**config.mk**
```make
export PLATFORM = sky130hd
export DESIGN_NAME = nonpreemptive_priority_scheduler_top
export DESIGN_NICKNAME = d
export VERILOG_FILES = /design/src/rtl/core/nps_pkg.sv /design/src/rtl/core/nonpreemptive_priority_scheduler_top.sv /design/src/rtl/core/nps_store.sv
export SDC_FILE = /design/constraint.sdc
export NUM_CORES = 2
export LEC_CHECK = 0
export BUFFER_PORTS_ARGS = -buffer_cell sky130_fd_sc_hd__buf_2
export CAP_MARGIN = 20
export CORE_ASPECT_RATIO = 0.7
export CORE_UTILIZATION = 42
export CTS_BUF_LIST = sky130_fd_sc_hd__clkbuf_2 sky130_fd_sc_hd__clkbuf_4 sky130_fd_sc_hd__clkbuf_8
export DETAILED_ROUTE_END_ITERATION = 6
export PLACE_DENSITY = 0.61
export SKIP_LAST_GASP = 1
export SLEW_MARGIN = 20
export SYNTH_ARGS = -nofsm -noshare
export SYNTH_HDL_FRONTEND = slang
export SYNTH_SLANG_ARGS = --single-unit
```
**constraint.sdc**
```tcl
create_clock -name clk_i -period 15.85 [get_ports clk_i]
set_clock_uncertainty 0.2 [all_clocks]
set_input_delay 1.585 -clock clk_i [delete_from_list [all_inputs] [get_ports clk_i]]
set_output_delay 1.585 -clock clk_i [all_outputs]
set_load 0.01 [all_outputs]
```
**src/rtl/core/nps_pkg.sv**
```systemverilog
// Shared types and constants for the non-preemptive priority scheduler.
// Holds the beat payload structs, the stored process entry and the sequencer states.
// No dependencies.
package nps_pkg;

  localparam int unsigned BurstW = 16;
  localparam int unsigned ArrW   = 16;
  localparam int unsigned PrioW  = 8;
  localparam int unsigned PidxW  = 5;
  localparam int unsigned ClkW   = 22;
  localparam int unsigned SumW   = 27;

  // Input beat: one process description
  typedef struct packed {
    logic [BurstW-1:0] burst;
    logic [ArrW-1:0]   arrival;
    logic [PrioW-1:0]  prio;
    logic              last_proc;
  } in_beat_t;

  // Output beat: one scheduled process
  typedef struct packed {
    logic [PidxW-1:0] proc_index;
    logic [ClkW-1:0]  wait_time;
    logic [ClkW-1:0]  turnaround;
    logic [SumW-1:0]  total_wait;
    logic [SumW-1:0]  total_turnaround;
    logic             last_result;
  } out_beat_t;

  // One stored process
  typedef struct packed {
    logic [BurstW-1:0] burst;
    logic [ArrW-1:0]   arrival;
    logic [PrioW-1:0]  prio;
  } entry_t;

  // Sequencer states
  typedef enum logic [2:0] {
    ST_LOAD,
    ST_SCAN_A,
    ST_SCAN_B,
    ST_WTIME,
    ST_TAT,
    ST_SUM,
    ST_OUT
  } sched_state_e;

endpackage

```
**src/rtl/core/nonpreemptive_priority_scheduler_top.sv**
```systemverilog
// Non-preemptive priority scheduler, top level.
// Depends on nps_pkg and nps_store.
//
// Usage: send process beats (burst, arrival, prio) on the input channel; they are
// stored in input order, one per cycle while in_ready_o is high. The beat with
// last_proc set closes the set and starts scheduling; in_ready_o then drops until
// the whole schedule has been delivered. Beats beyond MAX_PROCS are dropped, but a
// dropped beat marked last still starts scheduling of the stored set.
// Each result beat names the next process to run with its waiting and turnaround
// time and the running totals; the beat with last_result set closes the schedule.
// Each result needs two passes over the store through its single registered read
// port, then the arithmetic states WTIME, TAT and SUM and the output state OUT.
// The single read port and the serial scan comparator set the cost of a set.
// When the receiver stalls, the result beat is held in the output register and the
// sequencer waits. After the last result is taken the set state clears and the
// block is ready for a new set. Reset clears the count, clock, totals and done
// flags; the store itself is not cleared.
module nonpreemptive_priority_scheduler_top #(
  parameter int unsigned MAX_PROCS = 32
) (
  input  logic                clk_i,
  input  logic                rst_ni,
  input  logic                in_valid_i,
  output logic                in_ready_o,
  input  nps_pkg::in_beat_t   in_data_i,
  output logic                out_valid_o,
  input  logic                out_ready_i,
  output nps_pkg::out_beat_t  out_data_o
);

  localparam int unsigned IdxW = $clog2(MAX_PROCS);
  localparam int unsigned CntW = $clog2(MAX_PROCS + 1);
  localparam int unsigned ClkW = nps_pkg::ClkW;
  localparam int unsigned SumW = nps_pkg::SumW;

  nps_pkg::sched_state_e state_q, state_d;

  logic [CntW-1:0]          count_q;
  logic [CntW-1:0]          pick_cnt_q;
  logic [CntW-1:0]          scan_addr_q;
  logic                     rd_vld_q;
  logic [IdxW-1:0]          rd_idx_q;
  logic [MAX_PROCS-1:0]     done_q;
  logic [ClkW-1:0]          clock_q;
  logic [SumW-1:0]          wait_sum_q;
  logic [SumW-1:0]          tat_sum_q;
  logic                     any_ready_q;
  logic                     have_pend_q;
  logic                     have_best_q;
  logic                     out_valid_q;

  logic [nps_pkg::ArrW-1:0]   earliest_q;
  logic [nps_pkg::ArrW-1:0]   best_arr_q;
  logic [nps_pkg::BurstW-1:0] best_burst_q;
  logic [nps_pkg::PrioW-1:0]  best_prio_q;
  logic [IdxW-1:0]            best_idx_q;
  logic [ClkW-1:0]            wt_q;
  logic [ClkW-1:0]            tat_q;
  nps_pkg::out_beat_t         out_data_q;

  nps_pkg::entry_t wr_entry;
  nps_pkg::entry_t rd_entry;

  logic            in_acc;
  logic            full;
  logic            scan_more;
  logic            issue;
  logic            pass_end;
  logic            rd_live;
  logic            arr_le;
  logic            better;
  logic            sched_last;
  logic [SumW-1:0] tat_sum_d;
  logic [31:0]     idx_ext;

  assign in_acc    = in_valid_i && in_ready_o;
  assign full      = (count_q == CntW'(MAX_PROCS));
  assign scan_more = (scan_addr_q < count_q);
  assign rd_live   = rd_vld_q && !done_q[rd_idx_q];
  assign arr_le    = (ClkW'(rd_entry.arrival) <= clock_q);
  assign better    = !have_best_q || (rd_entry.prio < best_prio_q) ||
                     ((rd_entry.prio == best_prio_q) && (rd_entry.arrival < best_arr_q));
  assign sched_last = ((pick_cnt_q + CntW'(1)) == count_q);
  assign tat_sum_d  = tat_sum_q + SumW'(tat_q);
  assign idx_ext    = 32'(best_idx_q);

  assign wr_entry.burst   = in_data_i.burst;
  assign wr_entry.arrival = in_data_i.arrival;
  assign wr_entry.prio    = in_data_i.prio;

  // Process store
  nps_store #(
    .Depth (MAX_PROCS),
    .AddrW (IdxW)
  ) u_store (
    .clk_i   (clk_i),
    .we_i    (in_acc && !full),
    .waddr_i (count_q[IdxW-1:0]),
    .wdata_i (wr_entry),
    .raddr_i (scan_addr_q[IdxW-1:0]),
    .rdata_o (rd_entry)
  );

  // Hold the sequencer state
  always_ff @(posedge clk_i or negedge rst_ni) begin
    if (!rst_ni) begin
      state_q <= nps_pkg::ST_LOAD;
    end else begin
      state_q <= state_d;
    end
  end

  // Next state and handshake
  always_comb begin
    state_d    = state_q;
    issue      = 1'b0;
    pass_end   = 1'b0;
    in_ready_o = 1'b0;
    case (state_q)
      nps_pkg::ST_LOAD: begin
        in_ready_o = 1'b1;
        if (in_valid_i && in_data_i.last_proc) begin
          state_d = nps_pkg::ST_SCAN_A;
        end
      end
      nps_pkg::ST_SCAN_A: begin
        if (scan_more) begin
          issue = 1'b1;
        end else if (!rd_vld_q) begin
          pass_end = 1'b1;
          state_d  = nps_pkg::ST_SCAN_B;
        end
      end
      nps_pkg::ST_SCAN_B: begin
        if (scan_more) begin
          issue = 1'b1;
        end else if (!rd_vld_q) begin
          pass_end = 1'b1;
          state_d  = nps_pkg::ST_WTIME;
        end
      end
      nps_pkg::ST_WTIME: state_d = nps_pkg::ST_TAT;
      nps_pkg::ST_TAT:   state_d = nps_pkg::ST_SUM;
      nps_pkg::ST_SUM:   state_d = nps_pkg::ST_OUT;
      nps_pkg::ST_OUT: begin
        if (out_ready_i) begin
          state_d = out_data_q.last_result ? nps_pkg::ST_LOAD : nps_pkg::ST_SCAN_A;
        end
      end
      default: state_d = nps_pkg::ST_LOAD;
    endcase
  end

  // Control state: counters, clock, totals, flags
  always_ff @(posedge clk_i or negedge rst_ni) begin
    if (!rst_ni) begin
      count_q     <= '0;
      pick_cnt_q  <= '0;
      scan_addr_q <= '0;
      rd_vld_q    <= 1'b0;
      done_q      <= '0;
      clock_q     <= '0;
      wait_sum_q  <= '0;
      tat_sum_q   <= '0;
      any_ready_q <= 1'b0;
      have_pend_q <= 1'b0;
      have_best_q <= 1'b0;
      out_valid_q <= 1'b0;
    end else begin
      rd_vld_q <= issue;

      // Advance the scan address, rewind at the end of a pass
      if (issue) begin
        scan_addr_q <= scan_addr_q + CntW'(1);
      end else if (pass_end) begin
        scan_addr_q <= '0;
      end

      case (state_q)
        nps_pkg::ST_LOAD: begin
          any_ready_q <= 1'b0;
          have_pend_q <= 1'b0;
          if (in_acc && !full) begin
            count_q <= count_q + CntW'(1);
          end
        end
        nps_pkg::ST_SCAN_A: begin
          have_best_q <= 1'b0;
          if (rd_live) begin
            if (arr_le) begin
              any_ready_q <= 1'b1;
            end
            have_pend_q <= 1'b1;
          end
          // Jump the clock to the earliest arrival when nothing is ready
          if (pass_end && !any_ready_q && have_pend_q) begin
            clock_q <= ClkW'(earliest_q);
          end
        end
        nps_pkg::ST_SCAN_B: begin
          if (rd_live && arr_le && better) begin
            have_best_q <= 1'b1;
          end
        end
        nps_pkg::ST_WTIME: begin
          clock_q             <= clock_q + ClkW'(best_burst_q);
          done_q[best_idx_q]  <= 1'b1;
        end
        nps_pkg::ST_TAT: begin
          wait_sum_q <= wait_sum_q + SumW'(wt_q);
        end
        nps_pkg::ST_SUM: begin
          tat_sum_q   <= tat_sum_d;
          out_valid_q <= 1'b1;
        end
        nps_pkg::ST_OUT: begin
          any_ready_q <= 1'b0;
          have_pend_q <= 1'b0;
          if (out_ready_i) begin
            out_valid_q <= 1'b0;
            // Drop the finished set
            if (out_data_q.last_result) begin
              count_q    <= '0;
              pick_cnt_q <= '0;
              done_q     <= '0;
              clock_q    <= '0;
              wait_sum_q <= '0;
              tat_sum_q  <= '0;
            end else begin
              pick_cnt_q <= pick_cnt_q + CntW'(1);
            end
          end
        end
        default: ;
      endcase
    end
  end

  // Payload: scan candidates, times and the output beat
  always_ff @(posedge clk_i) begin
    rd_idx_q <= scan_addr_q[IdxW-1:0];
    case (state_q)
      nps_pkg::ST_SCAN_A: begin
        if (rd_live && (!have_pend_q || (rd_entry.arrival < earliest_q))) begin
          earliest_q <= rd_entry.arrival;
        end
      end
      nps_pkg::ST_SCAN_B: begin
        if (rd_live && arr_le && better) begin
          best_arr_q   <= rd_entry.arrival;
          best_burst_q <= rd_entry.burst;
          best_prio_q  <= rd_entry.prio;
          best_idx_q   <= rd_idx_q;
        end
      end
      nps_pkg::ST_WTIME: begin
        wt_q <= clock_q - ClkW'(best_arr_q);
      end
      nps_pkg::ST_TAT: begin
        tat_q <= wt_q + ClkW'(best_burst_q);
      end
      nps_pkg::ST_SUM: begin
        out_data_q.proc_index       <= idx_ext[nps_pkg::PidxW-1:0];
        out_data_q.wait_time        <= wt_q;
        out_data_q.turnaround       <= tat_q;
        out_data_q.total_wait       <= wait_sum_q;
        out_data_q.total_turnaround <= tat_sum_d;
        out_data_q.last_result      <= sched_last;
      end
      default: ;
    endcase
  end

  assign out_valid_o = out_valid_q;
  assign out_data_o  = out_data_q;

endmodule

```
**src/rtl/core/nps_store.sv**
```systemverilog
// Process store: one write port and one registered read port.
// Depends on nps_pkg for the entry type.
module nps_store #(
  parameter int unsigned Depth = 32,
  parameter int unsigned AddrW = 5
) (
  input  logic            clk_i,
  input  logic            we_i,
  input  logic [AddrW-1:0] waddr_i,
  input  nps_pkg::entry_t wdata_i,
  input  logic [AddrW-1:0] raddr_i,
  output nps_pkg::entry_t rdata_o
);

  nps_pkg::entry_t mem_q [Depth];
  nps_pkg::entry_t rdata_q;

  // Write one entry per cycle when we_i is set
  always_ff @(posedge clk_i) begin
    if (we_i) begin
      mem_q[waddr_i] <= wdata_i;
    end
  end

  // Register the read data
  always_ff @(posedge clk_i) begin
    rdata_q <= mem_q[raddr_i];
  end

  assign rdata_o = rdata_q;

endmodule

```
======== Yosys cells after proc, flatten, opt, wreduce, memory -nomap -nowiden ========
Memory sizes are Yosys's and may differ from the RTL's. A register that Yosys moved wholly into a read port is not among the register bits.
Index checks and enable logic that the tools add are counted.
W data, S select, Z words.
operators by class
  bitwise operators ....................... 1
  multipliers ............................. 0
  shifts and indexed selects .............. 0
  mux-type cells .......................... 47
  magnitude comparators ................... 8
  div/mod/pow operators ................... 0
  add/sub/neg operators ................... 8
  reductions and logical operators ........ 43
  equality and inequality tests ........... 21
operator list
  operator               number
  $pmux W27 S2           2
  $mux W22               3
  $pmux W22 S3           1
  $mux W32               2
  $pmux W32 S2           1
  $add A27 B22 Y27       2
  $mux W27               2
  $add A22 B16 Y22       2
  $mux W6                6
  $lt A16 B16 Y1         2
  $or A32 B32 Y32        1
  $le A16 B22 Y1         1
  $ne A2 B2 Y1 const B   11
  $sub A22 B16 Y22       1
  $pmux W3 S7            1
  $add A6 B1 Y6 const B  3
  $mux W3                6
  $mux W1                16
  $reduce_bool A2 Y1     7
  $lt A5 B6 Y1 const B   2
  $pmux W6 S2            1
  $reduce_and A2 Y1      6
  $reduce_and A3 Y1      4
  $logic_and A1 B1 Y1    11
  20 further kinds       34
storage, ports and cells
  word-level logic and storage cells ...... 156
  memories ................................ 1
  bits in registers ....................... 348
  bits of input ports ..................... 45
  latch bits .............................. 0
  memory bits (read-only) ................. 0
  bits in writable memories ............... 1280
  output and inout port bits .............. 106
memory list
  name           words  width  rd ports  clocked after memory_dff  wr ports  line             source
  u_store.mem_q  32     40     1         1                         1         nps_store.sv:15  nps_pkg::entry_t mem_q [Depth];

======== Logic depth before layout (Yosys ltp) ========
  word-level depth ........................ 8
  depth in mapped cells ................... 11
  mapped depth without buffers ............ 11

======== Cells and area by module ========
A second synthesis with hierarchy kept.
unflattened totals
  cells, all modules ...................... 4502
  area, all modules ....................... 69251.4 µm²
by module, submodules not included
  module                                area an instance (µm²)  instances  cells each  sequential area each (µm²)
  nps_store                             50564.7                 1          2813        39237.6
  nonpreemptive_priority_scheduler_top  18686.7                 1          1689        9729.3

======== Least setup slack after synthesis ========
OpenSTA, ideal clock, no wires.
  path type ............................... flip-flop to flip-flop
  start ................................... register rd_idx_q[0]
  end ..................................... register best_arr_q[0] (netlist name) (enable)
  clock period less this slack ............ 5.818 ns
  data arrival time ....................... 5.115 ns
  data required time ...................... 15.146 ns
  path buffers ............................ 1
  library setup time ...................... 0.504 ns
  cell stages (with the launch flop) ...... 7
  slack ................................... 10.032 ns
  path through ............................ dfxtp_1 clkbuf_1 mux4_2 mux4_2 mux2i_1 nand3_1 nor3_1
on the way
  longest elaborated chain between the ends .. 7
ends and longest elaborated chain
  item                                line                                         source
  from (decl)                         nonpreemptive_priority_scheduler_top.sv:42   logic [IdxW-1:0] rd_idx_q;
  from (signal assigned)              nonpreemptive_priority_scheduler_top.sv:241  rd_idx_q <= scan_addr_q[IdxW-1:0];
  $bmux W1 S5                         nonpreemptive_priority_scheduler_top.sv:79   assign rd_live = rd_vld_q && !done_q[rd_idx_q];
  $mux W1 (implied by the code)       nonpreemptive_priority_scheduler_top.sv:79
  $logic_not A1 Y1                    nonpreemptive_priority_scheduler_top.sv:79
  $logic_and A1 B1 Y1                 nonpreemptive_priority_scheduler_top.sv:79
  $logic_and A1 B1 Y1 (2 in series)   nonpreemptive_priority_scheduler_top.sv:249  if (rd_live && arr_le && better) begin
  $reduce_and A2 Y1 (no source line)  -
  to (signal assigned)                nonpreemptive_priority_scheduler_top.sv:250  best_arr_q <= rd_entry.arrival;
  to (decl)                           nonpreemptive_priority_scheduler_top.sv:53   logic [nps_pkg::ArrW-1:0] best_arr_q;
Every way passes these cells. The select of a mux whose other input is x is not followed.
A chain may end at the register's enable or synchronous reset.

======== Worst setup path in the final report ========
  start ................................... register state_q[2]
  end ..................................... memory u_store.mem_q[27][16] (netlist name) (enable)
on the way
  longest elaborated chain between the ends .. 6
ends and longest elaborated chain
  item                           line                                         source
  from (decl)                    nonpreemptive_priority_scheduler_top.sv:36   nps_pkg::sched_state_e state_q, state_d;
  from (signal assigned)         nonpreemptive_priority_scheduler_top.sv:107  state_q <= nps_pkg::ST_LOAD;
  from (signal assigned)         nonpreemptive_priority_scheduler_top.sv:109  state_q <= state_d;
  $logic_not A3 Y1               nonpreemptive_priority_scheduler_top.sv:119  case (state_q)
  $mux W1                        nonpreemptive_priority_scheduler_top.sv:119
  $logic_and A1 B1 Y1            nonpreemptive_priority_scheduler_top.sv:76   assign in_acc = in_valid_i && in_ready_o;
  $logic_and A1 B1 Y1            nonpreemptive_priority_scheduler_top.sv:97   .we_i (in_acc && !full),
  $mux W1                        nps_store.sv:20                              if (we_i) begin
  $mux W1 (implied by the code)  nps_store.sv:21                              mem_q[waddr_i] <= wdata_i;
  to (decl)                      nps_store.sv:15
Every way passes these cells.

==> results.md <==
* TNS Setup at 0 ns
* Post-DR vias/cell at 5.70
* HPWL after DPL at 99.1 mm
* Share of the synthesized area in the top cell type at 66.0%
* Yosys top cell by area: edfxtp_1
* HP Class: reg -> reg
* Starting Density at 42.6%
* Post-synth EDFFs at 1489
* Worst slew margin at 13.7%
* GPL Wtd Cong at 0.847
* Avg Synthesized Cell Area at 19.0 um^2
* RSZ-0062 raised after global routing: false
* Met2 GRT Util at 29.5%
* Clk sinks at 1668
* Psw at 0.00405 W
* Clk pwr share at 26.6%
* Synth Net Count at 3768
* Global route overflow at 0
* Main synth FF type: edfxtp_1
* CORE AREA at 159000 um^2
* Gr busiest metal: met1
* I/O Pins at 151
* WS Path Type: reg -> reg
* #FFs+latches synth at 1668
* Area Growth Syn to Fin at 12.3%
* Max Root-Sink Buffers at 3
* Combinational share of power at 28.2%
* PD cells at 168 nW/um^2
* Pint at 0.00876 W
* GRT met3 Usage at 4.64%
* # fillers at 13200
* CTS Root Cell: clkbuf_8
* Final instance area at 76100 um^2
* Sequential share of the synthesized area at 72.3%
* Hold Buf Count CTS at 0
* Setup Buffers After CTS at 0
* Largest net degree at the start of global routing at 106
* Cell Area, Placed at 71300 um^2
* CTS H-Tree Depth at 4
* Die height at 338 um
* Fraction of layout cells with a size suffix above 1 at 27.2%
* Lkg Pwr at 25.5 nW
* Max VDD drop at 0.000135 V
* Die ar. at 163000 um^2
* # rows at 122
* Sw Share at 31.6%
* DRT Wirelength at 171 mm
* Routed Antenna Nets at 0
* Synth cell types at 73
* WL per Instance at 27.7 um
* Post-route clock period utilization at 28.5%
* Status: finished, final reports clean
* Reg power frac at 45.2%
* DRC errors left at 0
* Clock-pin slew on the worst setup and hold paths at 0.07 ns
* Final #Nets at 4063
* Synth area leaders: edfxtp_1 66%, mux4_2 14%, dfrtp_1 4.9%
* Max FO, Critical Path at 22
* DR pass1 iterations at 7
* Worst-margin pin slew at 1.26 ns
* Clock Latency Late Sink at 0.94 ns
* Setup violations, final at 0
* Syn. warnings at 0
* GRT Total Usage at 21.2%
* Grt met1 use at 33.6%
* Fmax at 0.221 GHz
* Number of port buffers at 150
* Post-CTS resize count at 0
* Most frequent cells in the layout: 1489 x edfxtp_1, 410 x mux4_2, 260 x clkbuf_8, 158 x a21oi_1, 157 x ha_1
* Starting DRC count in detailed routing at 3910
* CTS tree: built
* Arrival time of the worst setup path at 4.86 ns
* CP required at 16.19 ns
* Via count at 35200
* Post-synthesis cell count at 3561
* Setup crit start kind: flip-flop
* Asr flop ratio synth at 8.03%
* First-pass GRT wire length at 248 mm
* Fin crit period at 4.52 ns
* Max-Cap Viols at 0
* Vias in the first global route at 34700
* CP Capture Type: flip-flop
* CTS Buf Count at 236
* Initial antenna violation count at 9
* Hold Vio Cnt, Final at 0
* Mapped cell area at 67800 um^2
* Die X-Extent at 482 um
* Max Slew Vio Count at 0
* Most common cell after layout, fill and taps aside: edfxtp_1
cell usage after synthesis, types with 14 or more instances:
cell type and count:
edfxtp_1 1489, mux4_2 410, a21oi_1 158, ha_1 157, nor2_1 142, nand2_1 136
dfrtp_1 134, inv_1 97, clkbuf_1 96, o21ai_0 74, xnor2_1 71, nand3_1 66
a21o_1 59, dfxtp_1 45, mux2_2 41, buf_2 36, xor2_1 36, nand2b_1 21
nor2b_1 19, and3_1 18, nand4_1 17, nor3_1 17, o21a_1 17, a31oi_1 15
o31ai_1 15, a221oi_1 14, buf_1 14
stage by stage:
| step | util [%] | hold WS [ns] | power [W] | std cells | setup slack (ns) |
|---|---|---|---|---|---|
| 6_report | 47.8 | 0.210 | 0.0128 | 6170 | 11.33 |
| 5_1_grt | 47.8 | 0.223 | 0.0134 | 6167 | 11.03 |
| 4_1_cts | 47.8 | 0.209 | 0.0129 | 6165 | 11.27 |
| 3_5_place_dp | 44.8 | 0.201 | 0.00949 | 5725 | 10.70 |
| 3_3_place_gp | 44.8 | 0.190 | 0.00945 | 5725 | 10.78 |
| 2_1_floorplan | - | 0.168 | 0.00832 | 3561 | 10.03 |
critical path, stage by stage, from the launching register on:
cell	delay (ns)
dfrtp_1	0.52
nor3_1	0.50
nand2_1	0.17
a41oi_2	0.45
nand2_1	0.61
nor2_4	0.96
buf_4	0.67
layer usage:
layer | share of wire [%] | wire length [um]
met5 | 0.011 | 19
met4 | 1.9 | 3200
met3 | 8.6 | 14600
met2 | 42 | 72300
met1 | 47 | 80500
power groups by stage:
| stage | clock, W | sequential (W) | combinational, W |
|---|---|---|---|
| floorplan | 0 | 0.00558 | 0.00274 |
| global placement | 0 | 0.00587 | 0.00357 |
| detailed placement | 0 | 0.00588 | 0.00361 |
| CTS | 0.00348 | 0.00579 | 0.00363 |
| global route | 0.00367 | 0.00583 | 0.00394 |
| finish | 0.00340 | 0.00578 | 0.00362 |
state kept, by name (all words and copies together), names as in the netlist, 6 cells and up:
signal and cells:
wt_q 22, best_prio_q 8, pick_cnt_q 6, clock_q 22
earliest_q 16, u_store.rdata_o 40, count_q 6, done_q 32
best_burst_q 16, best_arr_q 16, wait_sum_q 27, tat_q 22
out_data_o 104, tat_sum_q 27, scan_addr_q 6, u_store.mem_q 1280
final cells by class:
class | count | area [um^2] | area share, %
clock inverter | 94 | 549 | 0.722
clock buffer | 346 | 4220 | 5.55
multi-input combinational | 1646 | 18100 | 23.8
sequential | 1668 | 49000 | 64.4
timing repair buffer | 204 | 1210 | 1.59
antenna | 4 | 10.0 | 0.0132
tap | 2108 | 2640 | 3.47
inverter | 100 | 378 | 0.497
cells by family after synthesis:
| family | share of synthesized area [%] |
|---|---|
| compound gates | 4.19 |
| xor+xnor | 1.38 |
| fa+ha+maj | 3.05 |
| buf+inv | 1.44 |
| flops | 72.3 |
| mux | 14.4 |
| simple gates | 3.30 |
final timing paths:
kind | startpoint | to | slack, ns | cells after the start
max in group asynchronous | rst_ni | clock_q[1]$_DFFE_PN0P_ | 13.48 | 2
min in group asynchronous | rst_ni | tat_sum_q[26]$_DFFE_PN0P_ | 0.48 | 1
min | u_store.rdata_o[27]$_DFF_P_ | best_burst_q[3]$_DFFE_PP_ | 0.21 | 0
max | state_q[2]$_DFFE_PN0P_ | u_store.mem_q[27][16]$_DFFE_PP_ | 11.33 | 6
max reg2reg | state_q[2]$_DFFE_PN0P_ | u_store.mem_q[27][16]$_DFFE_PP_ | 11.33 | 6
min reg2reg | u_store.rdata_o[27]$_DFF_P_ | best_burst_q[3]$_DFFE_PP_ | 0.21 | 0
(Power assumes the default switching activity.)
